### src/rtl/cau_cell.sv
module cau_cell #(
  parameter int unsigned NC = 32,
  parameter int unsigned SW = 32
) (
  input  logic            clk_i,
  input  logic [SW-1:0]   div_s_i,
  input  logic [NC-1:0]   re_n_i,
  input  logic [SW-1:0]   re_r_i,
  input  logic [NC-1:0]   re_q_i,
  input  logic [NC-1:0]   im_n_i,
  input  logic [SW-1:0]   im_r_i,
  input  logic [NC-1:0]   im_q_i,
  input  logic [2*NC-1:0] sq_n_i,
  input  logic [NC:0]     sq_r_i,
  input  logic [NC-1:0]   sq_q_i,
  output logic [SW-1:0]   div_s_o,
  output logic [NC-1:0]   re_n_o,
  output logic [SW-1:0]   re_r_o,
  output logic [NC-1:0]   re_q_o,
  output logic [NC-1:0]   im_n_o,
  output logic [SW-1:0]   im_r_o,
  output logic [NC-1:0]   im_q_o,
  output logic [2*NC-1:0] sq_n_o,
  output logic [NC:0]     sq_r_o,
  output logic [NC-1:0]   sq_q_o
);

  logic [SW:0]   re_rs, im_rs, re_df, im_df;
  logic          re_ge, im_ge, sq_ge;
  logic [NC+2:0] sq_rs, sq_t, sq_df;

  // one restoring divide bit per part, one root bit
  always_comb begin
    re_rs = {re_r_i, re_n_i[NC-1]};
    im_rs = {im_r_i, im_n_i[NC-1]};
    re_df = re_rs - {1'b0, div_s_i};
    im_df = im_rs - {1'b0, div_s_i};
    re_ge = re_rs >= {1'b0, div_s_i};
    im_ge = im_rs >= {1'b0, div_s_i};
    sq_rs = {sq_r_i, sq_n_i[2*NC-1 -: 2]};
    sq_t  = {1'b0, sq_q_i, 2'b01};
    sq_df = sq_rs - sq_t;
    sq_ge = sq_rs >= sq_t;
  end

  always_ff @(posedge clk_i) begin
    div_s_o <= div_s_i;
    re_n_o  <= {re_n_i[NC-2:0], 1'b0};
    im_n_o  <= {im_n_i[NC-2:0], 1'b0};
    re_r_o  <= re_ge ? re_df[SW-1:0] : re_rs[SW-1:0];
    im_r_o  <= im_ge ? im_df[SW-1:0] : im_rs[SW-1:0];
    re_q_o  <= {re_q_i[NC-2:0], re_ge};
    im_q_o  <= {im_q_i[NC-2:0], im_ge};
    sq_n_o  <= {sq_n_i[2*NC-3:0], 2'b00};
    sq_r_o  <= sq_ge ? sq_df[NC:0] : sq_rs[NC:0];
    sq_q_o  <= {sq_q_i[NC-2:0], sq_ge};
  end

endmodule

### config.mk
export PLATFORM = sky130hd
export DESIGN_NAME = cau_cell
export DESIGN_NICKNAME = d
export VERILOG_FILES = /design/src/rtl/cau_cell.sv
export SDC_FILE = /design/constraint.sdc
export NUM_CORES = 1
export LEC_CHECK = 0
export ABC_CLOCK_PERIOD_IN_PS = 3800
export BUFFER_PORTS_ARGS = -buffer_cell sky130_fd_sc_hd__buf_4
export CELL_PAD_IN_SITES_DETAIL_PLACEMENT = 0
export CELL_PAD_IN_SITES_GLOBAL_PLACEMENT = 2
export CORE_AREA = 2 2 278 280
export DETAILED_ROUTE_END_ITERATION = 16
export DIE_AREA = 0 0 280 282
export PLACE_DENSITY_LB_ADDON = 0.25
export SYNTH_ARGS = -nofsm -noshare
export SYNTH_HDL_FRONTEND = slang
export SYNTH_SLANG_ARGS = --single-unit
### constraint.sdc
create_clock -name clk_i -period 3.8 [get_ports clk_i]
set_input_delay 0.19 -clock clk_i [delete_from_list [all_inputs] [get_ports clk_i]]
set_output_delay 0.19 -clock clk_i [all_outputs]
set_load 0.005 [all_outputs]
=== Yosys cells after proc, flatten, opt, wreduce, memory -nomap -nowiden ===
Index checks and enable logic that the tools add are counted.

* Register bits: 349
* Bits in latches: 0
* Memory bits (writable): 0
* Bits in read-only memories: 0
* Input port bits: 354
* Word-level logic and storage cells: 19
* Memories kept: 0

* Add/sub/neg operators: 3
* $mul: 0
* Div/mod/pow operators: 0
* $lt $le $gt $ge: 3
* Equal/unequal tests: 0
* Shift-type cells: 0
* Multiplexer cells: 3
* Bitwise operators: 0
* Reductions and logical operators: 0

{| class="wikitable"
|+ Operator list
! cell !! number
|-
| $ge 33x32->1 || 2
|-
| $mux 32 || 2
|-
| $sub 32x32->32 || 2
|-
| $ge 35x34->1 || 1
|-
| $mux 33 || 1
|-
| $sub 33x33->33 || 1
|}

=== Logic depth before layout (Yosys ltp) ===
Gate-level depths: netlist of the first run.

* Word-level depth: 2
* Depth in mapped cells: 14
* Gate-level depth less buffers: 12

=== Worst setup path after synthesis of the first run ===
No wires, ideal clock.

* Path kind: input -> register
* From: in re_n_i[31]
* To: reg re_r_o[30]
* Setup time: 0.123 ns
* Arrival time: 2.611 ns
* Data required time: 3.677 ns
* Setup slack: 1.066 ns
* Stages on the path: 12
* Path buffers: 0
* Cells stage by stage: inv_1 ha_1 fa_1 and2b_1 nor3_1 o31a_1 o211ai_2 o211ai_1 a211oi_2 nor4bb_1 a211o_1 mux2_1

* Cells in the longest elaborated chain, start to end: 2
* Elaborated cells on any way between the ends: 3
* Those cells by class: add/sub: 1; order compare: 1; mux: 1

{| class="wikitable"
|+ Ends and longest elaborated chain
! item !! RTL line !! text
|-
| start: declaration || 7 || <nowiki>input logic [NC-1:0] re_n_i,</nowiki>
|-
| $sub 32x32->32 / $ge 33x32->1 (equally long branches) || 36, 38 ||
|-
| $mux 32 * || 50 || <nowiki>re_r_o <= re_ge ? re_df[SW-1:0] : re_rs[SW-1:0];</nowiki>
|-
| end signal: assignment || 50 ||
|-
| end: declaration || 18 || <nowiki>output logic [SW-1:0] re_r_o,</nowiki>
|}

Every way passes the cells marked *; elsewhere a longest branch is shown, timed or not.

=== Final worst setup path of the first run ===
Ends and elaborated chain as after synthesis.

==> results of run 1 <==
power breakdown:
group	internal, µW	switching (µW)	total [µW]
Combinational	1470	1260	2730
Sequential	4040	131	4170
Clock	2790	1830	4620
Total	8300	3220	11500
sequential cells by signal, indices dropped and copies added, names as in the netlist:
| name | cells |
|---|---|
| im_r_o | 32 |
| im_q_o | 32 |
| re_n_o | 31 |
| sq_r_o | 33 |
| sq_n_o | 62 |
| sq_q_o | 32 |
| im_n_o | 31 |
| div_s_o | 32 |
| re_q_o | 32 |
| re_r_o | 32 |
logic make-up after synthesis:
kind of cell | synth area share (%)
flip-flops | 50.9
buffers and inverters | 4.16
AO/OA/AOI/OAI | 16.8
multiplexers | 4.22
AND/OR/NAND/NOR | 9.50
XOR/XNOR | 5.11
adder cells (fa/ha/maj) | 9.23
other | 0.0273
worst max path at each step:
| stage | end | slack, ns | from | cells past startpoint |
|---|---|---|---|---|
| after global routing | sq_r_o[31] | 0.26 | sq_r_i[3] | 13 |
| after floorplan | re_r_o[30] | 1.07 | re_n_i[31] | 12 |
| after global placement | re_r_o[30] | 0.32 | div_s_i[0] | 12 |
| after detailed placement | re_r_o[30] | 0.38 | div_s_i[0] | 12 |
| final | re_r_o[30] | 0.48 | re_n_i[31] | 14 |
| after CTS | re_r_o[30] | 0.42 | re_n_i[31] | 14 |
cell usage after synthesis, types with 7 or more instances:
library cell	instances	area share, %
sky130_fd_sc_hd__a211oi_1	7	0.38
sky130_fd_sc_hd__a21o_1	45	2.5
sky130_fd_sc_hd__a21oi_1	114	4.2
sky130_fd_sc_hd__a31oi_1	13	0.59
sky130_fd_sc_hd__and2_1	12	0.55
sky130_fd_sc_hd__and3_1	11	0.50
sky130_fd_sc_hd__buf_4	9	0.49
sky130_fd_sc_hd__clkbuf_1	12	0.33
sky130_fd_sc_hd__dfxtp_1	349	51
sky130_fd_sc_hd__ha_1	98	8.9
sky130_fd_sc_hd__inv_1	96	2.6
sky130_fd_sc_hd__mux2_1	7	0.57
sky130_fd_sc_hd__mux2_2	8	0.66
sky130_fd_sc_hd__mux2_4	26	2.8
sky130_fd_sc_hd__nand2_1	94	2.6
sky130_fd_sc_hd__nand2b_1	8	0.36
sky130_fd_sc_hd__nand3_1	23	0.84
sky130_fd_sc_hd__nand4_1	15	0.68
sky130_fd_sc_hd__nor2_1	66	1.8
sky130_fd_sc_hd__nor2b_1	12	0.55
sky130_fd_sc_hd__nor3_1	11	0.40
sky130_fd_sc_hd__o211ai_1	7	0.38
sky130_fd_sc_hd__o21a_1	12	0.66
sky130_fd_sc_hd__o21ai_0	79	2.9
sky130_fd_sc_hd__o21bai_1	19	1.0
sky130_fd_sc_hd__xnor2_1	44	2.8
sky130_fd_sc_hd__xor2_1	36	2.3
through the flow:
stage	worst slack (ns)	std cells	total power (µW)	area [µm²]	util, %
final	0.476	3429	11500	25200	33.3
after CTS	0.416	3423	11800	25200	33.3
after global routing	0.262	3426	12100	25200	33.3
after detailed placement	0.377	2993	6700	20100	26.6
after floorplan	1.07	1337	5310	13700	-
after global placement	0.319	2993	6710	20100	26.6
per-layer routing:
layer  track usage [%]  up-vias  part of all wire, %
li1                  -     6811                    -
met1              17.7     6436                   38
met2              30.1      437                   51
met3              5.94      104                  8.1
met4              5.32        6                  3.1
met5                 0        -                0.055
worst max-delay path, stage by stage:
cell                            delay, ns
sky130_fd_sc_hd__dlygate4sd3_1       0.59
sky130_fd_sc_hd__buf_4               0.13
sky130_fd_sc_hd__inv_1               0.05
sky130_fd_sc_hd__ha_1                0.20
sky130_fd_sc_hd__fa_1                0.40
sky130_fd_sc_hd__and2b_1             0.23
sky130_fd_sc_hd__nor3_1              0.05
sky130_fd_sc_hd__o31a_1              0.36
sky130_fd_sc_hd__o211ai_2            0.33
sky130_fd_sc_hd__o211ai_1            0.22
sky130_fd_sc_hd__a211oi_2            0.37
sky130_fd_sc_hd__nor4bb_1            0.11
sky130_fd_sc_hd__a211o_1             0.28
sky130_fd_sc_hd__mux2_1              0.27
cell type report:
class,count,area share [%]
antenna,6,0.0595
clock buffer,60,5.05
clock inverter,23,1.34
inverter,96,1.43
multi-input combinational,859,24.5
sequential,349,27.7
tap,978,4.85
timing repair buffer,1058,35.1
timing repair:
item                                    in CTS  in global routing
endpoints found under the hold margin      346                  0
resized for setup                            0                  0
endpoints found under the setup margin       0                  0
hold buffers                               347                  0
==> summary.txt, run 1 <==
Setup path
  – Nature of the critical path endpoint: flop
  – Type of the worst setup path: primary input to flop
  – Critical path arrival: between 3 and 4 ns
  – Data required time at the worst endpoint: between 4 and 5 ns
  – Worst Setup Start Kind: primary input
  – Biggest fanout along the worst timing path: 4

Final layout
  – Final Net Count: between 2k and 3k
  – Total area of sequential cells: roughly 7000 µm²
  – Layout cells sized above 1: between 30% and 40%
  – Filler cells: approximately 7.8k
  – Most common cell after layout, fill and taps aside: sky130_fd_sc_hd__buf_4
  – Area delta synth->final: 83.8%
  – Commonest non-fill, non-tap cells in the layout: sky130_fd_sc_hd__buf_4, sky130_fd_sc_hd__dfxtp_1, sky130_fd_sc_hd__dlygate4sd3_1
  – Total area of multi-input combinational cells: approximately 6200 µm²

STA
  – Max Fclk: 301 MHz
  – Final-report max-slew violation count: 0
  – Ratio of final minimum period to clock period: between 80% and 90%
  – Endpoints failing setup: 0
  – Setup_tns: 0 ns
  – Transition at the pin with the smallest max-transition slack: between 0.6 and 0.7 ns
  – Hold Slack: roughly 0.16 ns
  – Slew headroom: between 50 and 60%
  – Fin crit period: ~3.3 ns
  – RSZ-0062 raised after global routing: no
  – Final Hold Fails: 0

Run
  – Number of max-capacitance violations reported: 0

Synth
  – Ys async rst share: 0%
  – Combined area of all synthesized cells: around 14000 µm²
  – Flops & latches, synth: approximately 350
  – Share of the yosys chip area belonging to registers: 50.9%
  – Yosys synthesis warning count: 0
  – Post-synthesis cell count: 1334
  – Distinct cells, synth: 76
  – EDFF count, synth: 0
  – Post-Syn Area per Cell: a little over 10 µm²
  – Most used DFF post-synth: sky130_fd_sc_hd__dfxtp_1

Floorplanning
  – Top-level port count: just over 700
  – Die Outline Area: 79000 µm²
  – Core Rows: 101
  – Vert. Die Dim: roughly 280 µm
  – Initial core utilization: 18.1%
  – Core Region: roughly 76000 µm²
  – Width of the die: 280 µm

Placed design
  – Count of port buffers added during placement: 700
  – RD Place Congestion: approximately 0.84
  – Placed wire-length estimate: 56700 µm

Routing
  – Aggregate routed wire length: 68800 µm
  – Final routed wire length divided by cell count: ~20 µm
  – DRC errors left: 0
  – Pre-antenna DRT Iters: 4
  – Number of vias after detailed routing: 13.8k
  – Post-DR vias/cell: about 4.0
  – DRC violation total after the first TritonRoute iteration: around 470
  – Antenna-violating nets left: 0

Clock tree
  – Clock tree from TritonCTS: built
  – CTS Root Cell: sky130_fd_sc_hd__clkbuf_16
  – Clock Tree Buf Depth: 3
  – Clock-pin slew on the worst setup and hold paths: roughly 0.060 ns
  – Number of sinks handled by clock tree synthesis: around 350
  – Number of buffers created by CTS: 45
  – Number of H-tree branching levels: 2
  – Number of buffers inserted to repair setup after CTS: 0

Pwr
  – Reported leakage power: 0.0119 µW
  – Maximum vdd ir drop: around 0.29 mV
  – P per Cell Area: around 460 nW/µm²

Status
  – Outcome: finished clean

Min path
  – Hold Crit Depth: 5
  – Hold path startpoint: sq_r_i[32]
  – WHS Endpoint: sq_r_o[27]
  – Worst min path class: primary input to flop

GRT
  – Number of antenna violations at the first check in global routing: 12
  – GR Util All Layers: around 17%
  – Maximum number of pins on one net before global-route repair: between 60 and 70
  – Number of global-route vias before repair: ~15k
  – Global route total overflow: 0
  – First-pass GRT wire length: roughly 96000 µm
No activity file was read; power rests on OpenSTA's default activity.
==> run 2: changes to the inputs <==
--- a/config.mk
+++ b/config.mk
@@ -8,7 +8,7 @@
 export ABC_CLOCK_PERIOD_IN_PS = 3800
 export BUFFER_PORTS_ARGS = -buffer_cell sky130_fd_sc_hd__buf_4
 export CELL_PAD_IN_SITES_DETAIL_PLACEMENT = 0
-export CELL_PAD_IN_SITES_GLOBAL_PLACEMENT = 2
+export CELL_PAD_IN_SITES_GLOBAL_PLACEMENT = 1
 export CORE_AREA = 2 2 278 280
 export DETAILED_ROUTE_END_ITERATION = 16
 export DIE_AREA = 0 0 280 282
==> run 2 against run 1 <==
- fmax is 1.7% lower
- worst setup slack worse by 0.059 ns
- routed wire length decreased by 9.0%
- sequential power is essentially flat
- cell count down 0.17%
- die area unchanged
- sequential share of layout area is 0.083 points higher
- largest power group unchanged
- via count down 0.91%
- utilization shrank 0.099 points
==> summary.txt, run 2 (synthesis results as in run 1) <==
Status
  – Outcome: finished clean

STA
  – RSZ-0062 raised after global routing: no
  – Fin crit period: 3.38 ns (+0.0585 ns)
  – Max Fclk: 296 MHz (-1.7%)
  – Setup_tns: 0 ns (unchanged)
  – Endpoints failing setup: 0 (unchanged)
  – Final-report max-slew violation count: 0 (unchanged)
  – Transition at the pin with the smallest max-transition slack: 0.680 ns (+0.0468 ns)
  – Ratio of final minimum period to clock period: 89.0% (+1.5 points)
  – Slew headroom: 54.0% (-3.8 points)
  – Final Hold Fails: 0 (unchanged)

Routing
  – Number of vias after detailed routing: 13.7k (-0.91%)
  – Post-DR vias/cell: 3.99 (-0.73%)
  – Aggregate routed wire length: 62600 µm (-9.0%)
  – Final routed wire length divided by cell count: 18.3 µm (-8.9%)
  – DRC violation total after the first TritonRoute iteration: 378 (-19%)
  – DRC errors left: 0 (unchanged)
  – Pre-antenna DRT Iters: 4 (unchanged)
  – Antenna-violating nets left: 0 (unchanged)

GRT
  – GR Util All Layers: 15.0% (-1.5 points)
  – First-pass GRT wire length: 89400 µm (-7.1%)
  – Number of global-route vias before repair: 14.7k (-0.70%)
  – Global route total overflow: 0 (unchanged)
  – Number of antenna violations at the first check in global routing: 3 (-9)
  – Maximum number of pins on one net before global-route repair: 44 (-29%)

Final layout
  – Core occupancy in the finished layout: 33.2% (-0.099 points)
  – Commonest non-fill, non-tap cells in the layout: sky130_fd_sc_hd__buf_4, sky130_fd_sc_hd__dfxtp_1, sky130_fd_sc_hd__dlygate4sd3_1
  – Largest reg by FF count: sq_n_o
  – Area delta synth->final: 83.3%
  – Number of flip-flops in the largest register: 62 (unchanged)
  – Most common cell after layout, fill and taps aside: sky130_fd_sc_hd__buf_4
  – Largest registers: sq_n_o: 62 flops, sq_r_o: 33 flops
  – Final Net Count: 2864 (+0.035%)
  – Layout cells sized above 1: 34.3% (-0.20 points)

Clock tree
  – Clock tree from TritonCTS: built
  – Number of buffers created by CTS: 43 (-4.4%)
  – Number of sinks handled by clock tree synthesis: 349 (unchanged)
  – Clock-pin slew on the worst setup and hold paths: 0.06 ns (about the same)
  – Number of H-tree branching levels: 2 (unchanged)
  – Clock Tree Buf Depth: 3 (unchanged)
  – Resize count post-CTS: 0 (unchanged)
  – CTS Root Cell: sky130_fd_sc_hd__clkbuf_16

Placed design
  – Placed wire-length estimate: 50700 µm (-10%)
  – Count of port buffers added during placement: 700 (unchanged)
  – RD Place Congestion: 0.854 (+2.0%)

Floorplanning
  – Core Rows: 101 (unchanged)
  – Width of the die: 280 µm (unchanged)
  – Vert. Die Dim: 282 µm (unchanged)
  – Core Region: 75700 µm² (unchanged)
  – Die Outline Area: 79000 µm² (unchanged)
  – Top-level port count: 707 (unchanged)
  – Initial core utilization: 18.1% (unchanged)

Setup path
  – Critical path arrival: 3.83 ns (+0.04 ns)
  – Type of the worst setup path: primary input to flop
  – Critical-path cell list: dlygate4sd3_1, buf_4, ha_1, fa_1, and2b_1, nor3_1, o31a_1, o211ai_2, o211ai_1, a211oi_2, nor4bb_1, a211o_1, mux2_1
  – Biggest fanout along the worst timing path: 4 (unchanged)
  – Nature of the critical path endpoint: flop
  – Worst Setup Start Kind: primary input
  – Worst path max stage delay: 0.54 ns (-0.05 ns)
  – Max stage delay cell, worst path: sky130_fd_sc_hd__dlygate4sd3_1
  – Data required time at the worst endpoint: 4.24 ns (-0.03 ns)

Min path
  – Worst min path class: primary input to flop

Run
  – Number of max-capacitance violations reported: 0 (unchanged)

Pwr
  – P per Cell Area: 449 nW/µm² (-1.7%)
  – Reported leakage power: 0.0118 µW (-0.28%)
  – Maximum vdd ir drop: 0.247 mV (-14%)
## run 2: cell count changes in the layout (fill, tap and decap cells not counted), sizes merged
cell    previous run  this run
diode              6         3
clkinv            10         6
bufinv             6         8
clkbuf            60        57
buf              711       714
inv              100        99
## run 2: what timing repair did
action	CTS	global route
hold endpoints to repair	346	0
setup buffers	0	0
hold buffers	347	0
## run 2: final cells by class
type                            instances  area, µm²
Antenna cell                            3       7.51
Clock buffer                           57       1180
Clock inverter                         20        330
Fill cell                            7737      50500
Inverter                               96        360
Multi-Input combinational cell        859       6180
Sequential cell                       349       6990
Tap cell                              978       1220
Timing Repair Buffer                 1061       8880
## run 2: worst max-delay path, delay by kind of cell
family	cells	cell delay [ns]
adders and majority gates	2	0.65
muxes	1	0.28
and+or+nand+nor	3	0.41
AOI/OAI and AO/OA	5	1.57
buffers and inverters	2	0.71
## run 2: report_power, final
group	internal, µW	switching (µW)
registers	4040	127
clock network	2730	1680
logic	1480	1240
total	8250	3040
## run 2: routing by layer
metal,vias up,part of all wire [%],track usage (%)
met5,-,0,0
met4,0,3.1,5.10
met3,92,6.8,4.20
met2,436,54,29.1
met1,6327,36,15.2
li1,6814,-,-
## run 2: through the flow
step / total power, µW / cells / cell area, µm² / setup slack [ns] / hold WS, ns
global placement: 6680 / 2996 / 20200 / 0.484 / 0.295
global route: 11900 / 3422 / 25100 / 0.322 / 0.174
detailed placement: 6670 / 2996 / 20200 / 0.454 / 0.295
finish: 11300 / 3423 / 25100 / 0.418 / 0.159
CTS: 11500 / 3420 / 25100 / 0.492 / 0.124
floorplan: 5310 / 1337 / 13700 / 1.07 / 0.218
## run 2: worst paths after layout
kind / startpoint / end / slack, ns / depth (start not counted)
setup / recovery: div_s_i[0] / re_r_o[30] / 0.42 / 13
hold / removal: sq_r_i[32] / sq_r_o[27] / 0.16 / 5
==> run 3: changes to the inputs <==
--- a/config.mk
+++ b/config.mk
@@ -12,7 +12,7 @@
 export CORE_AREA = 2 2 278 280
 export DETAILED_ROUTE_END_ITERATION = 16
 export DIE_AREA = 0 0 280 282
-export PLACE_DENSITY_LB_ADDON = 0.25
+export PLACE_DENSITY = 0.57
 export SYNTH_ARGS = -nofsm -noshare
 export SYNTH_HDL_FRONTEND = slang
 export SYNTH_SLANG_ARGS = --single-unit
==> constraint.sdc (replaced) <==
create_clock -name clk_i -period 3.8 [get_ports clk_i]
set_input_delay 0.76 -clock clk_i [delete_from_list [all_inputs] [get_ports clk_i]]
set_output_delay 0.76 -clock clk_i [all_outputs]
set_load 0.005 [all_outputs]
==> run 3 against run 2 <==
- die area unchanged
- clock power fell by 5.7%
- design area fell by 13%
- fmax up 6.8%
- flip-flop and latch count unchanged
- first-iteration DRC count up 49%
- worst hold slack better by 0.13 ns
- utilization shrank 4.3 points
- worst setup slack better by 0.22 ns
- largest power group is now sequential cells
- highest routed layer is now met5
==> summary.txt, run 3 (synthesis results as in run 1) <==
Status
  – Outcome: finished clean

Setup path
  – Launching element of the worst setup path: div_s_i[1]
  – Nature of the critical path endpoint: flop
  – Worst Setup Start Kind: primary input
  – Crit path capture: re_r_o[3]
  – Data required time at the worst endpoint: 4.25 ns (about the same)
  – Biggest fanout along the worst timing path: 25 (+21)
  – Critical path arrival: 3.62 ns (-0.21 ns)
  – Type of the worst setup path: primary input to flop

Routing
  – Aggregate routed wire length: 62300 µm (-0.44%)
  – DRC violation total after the first TritonRoute iteration: 564 (+49%)
  – Number of vias after detailed routing: 12.7k (-7.4%)
  – Pre-antenna DRT Iters: 5 (+1)
  – Antenna-violating nets left: 0 (unchanged)
  – DRC errors left: 0 (unchanged)
  – Post-DR vias/cell: 4.06 (+1.6%)
  – Final routed wire length divided by cell count: 20.0 µm (+9.3%)

Final layout
  – Number of flip-flops in the largest register: 62 (unchanged)
  – Largest reg by FF count: sq_n_o
  – Commonest non-fill, non-tap cells in the layout: sky130_fd_sc_hd__buf_4, sky130_fd_sc_hd__dfxtp_1, sky130_fd_sc_hd__a21oi_1
  – Most common cell after layout, fill and taps aside: sky130_fd_sc_hd__buf_4
  – Core occupancy in the finished layout: 28.9% (-4.3 points)
  – Number of cells in the finished layout apart from fillers: 3119 (-8.9%)
  – Area delta synth->final: 59.6%
  – Final Net Count: 2556 (-11%)
  – Largest registers: sq_n_o: 62 flops, sq_r_o: 33 flops
  – Layout cells sized above 1: 41.1% (+6.8 points)
  – Final cell area excluding filler cells: 21900 µm² (-13%)

Placed design
  – Placed instance area: 20400 µm² (+1.5%)
  – Count of port buffers added during placement: 700 (unchanged)
  – Placed cell count: 3035 (+1.3%)
  – RD Place Congestion: 0.876 (+2.6%)
  – Placed wire-length estimate: 53300 µm (+5.0%)

Clock tree
  – Number of buffers inserted to repair setup after CTS: 0 (unchanged)
  – CTS Root Cell: sky130_fd_sc_hd__clkbuf_16
  – Clock Tree Buf Depth: 3 (unchanged)
  – # hold bufs at CTS: 0 (-100%)
  – Number of H-tree branching levels: 2 (unchanged)
  – Number of sinks handled by clock tree synthesis: 349 (unchanged)
  – Clock tree from TritonCTS: built
  – Clock-pin slew on the worst setup and hold paths: 0.07 ns (about the same)
  – Resize count post-CTS: 0 (unchanged)
  – Number of buffers created by CTS: 43 (unchanged)

GRT
  – GR Util All Layers: 14.8% (-0.15 points)
  – Number of global-route vias before repair: 13.0k (-11%)
  – Number of antenna violations at the first check in global routing: 8 (+5)
  – Maximum number of pins on one net before global-route repair: 52 (+18%)
  – First-pass GRT wire length: 86000 µm (-3.8%)
  – Global route total overflow: 0 (unchanged)

Floorplanning
  – Core Region: 75700 µm² (unchanged)
  – Die Outline Area: 79000 µm² (unchanged)
  – Width of the die: 280 µm (unchanged)
  – Vert. Die Dim: 282 µm (unchanged)
  – Initial core utilization: 18.1% (unchanged)
  – Top-level port count: 707 (unchanged)
  – Core Rows: 101 (unchanged)

STA
  – Transition at the pin with the smallest max-transition slack: 0.620 ns (-0.0595 ns)
  – Hold Slack: 0.284 ns (+0.125 ns)
  – Setup_tns: 0 ns (unchanged)
  – Final Hold Fails: 0 (unchanged)
  – Slew headroom: 58.0% (+4.0 points)
  – Final-report max-slew violation count: 0 (unchanged)
  – RSZ-0062 raised after global routing: no
  – Ratio of final minimum period to clock period: 83.3% (-5.7 points)
  – Fin crit period: 3.17 ns (-0.216 ns)
  – Max Fclk: 316 MHz (+6.8%)
  – Endpoints failing setup: 0 (unchanged)

Pwr
  – Reported leakage power: 0.0105 µW (-11%)
  – P per Cell Area: 493 nW/µm² (+9.8%)
  – Maximum vdd ir drop: 0.299 mV (+21%)

Min path
  – Worst min path class: primary input to flop

Run
  – Number of max-capacitance violations reported: 0 (unchanged)
## run 3: worst min path at each step
| stage | from | endpoint | cells past startpoint |
|---|---|---|---|
| floorplan | div_s_i[0] | div_s_o[0] | 0 |
| global placement | im_q_i[8] | im_q_o[9] | 1 |
| detailed placement | im_n_i[22] | im_n_o[23] | 1 |
| CTS | im_q_i[8] | im_q_o[9] | 1 |
| global route | sq_n_i[52] | sq_n_o[54] | 1 |
| finish | im_q_i[8] | im_q_o[9] | 1 |
## run 3: per-layer routing
| metal | vias to the layer above | global-route usage (%) | wire [µm] |
|---|---|---|---|
| met4 | 2 | 4.66 | 1620 |
| met2 | 472 | 26.9 | 31900 |
| met1 | 5897 | 16.3 | 23600 |
| li1 | 6206 | - | - |
| met3 | 75 | 4.86 | 5130 |
| met5 | - | 0 | 13 |
## run 3: metrics by stage
step,worst slack (ns),power [µW]
floorplan,0.496,5310
global placement,0.0437,6750
detailed placement,0.0455,6750
CTS,0.644,11000
global route,0.541,11400
finish,0.634,10800
## run 3: worst max-delay path, cell delays in order
cell	delay, ns
sky130_fd_sc_hd__buf_4	0.15
sky130_fd_sc_hd__inv_1	0.09
sky130_fd_sc_hd__ha_1	0.31
sky130_fd_sc_hd__nor2b_1	0.15
sky130_fd_sc_hd__o31a_2	0.32
sky130_fd_sc_hd__o21ai_2	0.17
sky130_fd_sc_hd__a21oi_2	0.11
sky130_fd_sc_hd__or2_4	0.31
sky130_fd_sc_hd__a21oi_4	0.18
sky130_fd_sc_hd__o41ai_2	0.12
sky130_fd_sc_hd__a41oi_4	0.28
sky130_fd_sc_hd__buf_12	0.25
sky130_fd_sc_hd__mux2_2	0.36
## run 3: layout make-up
| cell class | count | area (µm²) |
|---|---|---|
| Clock inverter | 20 | 238 |
| Clock buffer | 58 | 1200 |
| Timing Repair Buffer | 753 | 5700 |
| Antenna cell | 6 | 15.0 |
| Sequential cell | 349 | 6990 |
| Fill cell | 7966 | 53800 |
| Inverter | 96 | 360 |
| Multi-Input combinational cell | 859 | 6180 |
| Tap cell | 978 | 1220 |
## run 3: where the power goes
group          leakage [µW]  internal, µW  total, µW  switching [µW]
clock              0.000700          2450       4160            1710
combinational       0.00689          1290       2470            1180
sequential          0.00294          4040       4170             131
total                0.0105          7780      10800            3020
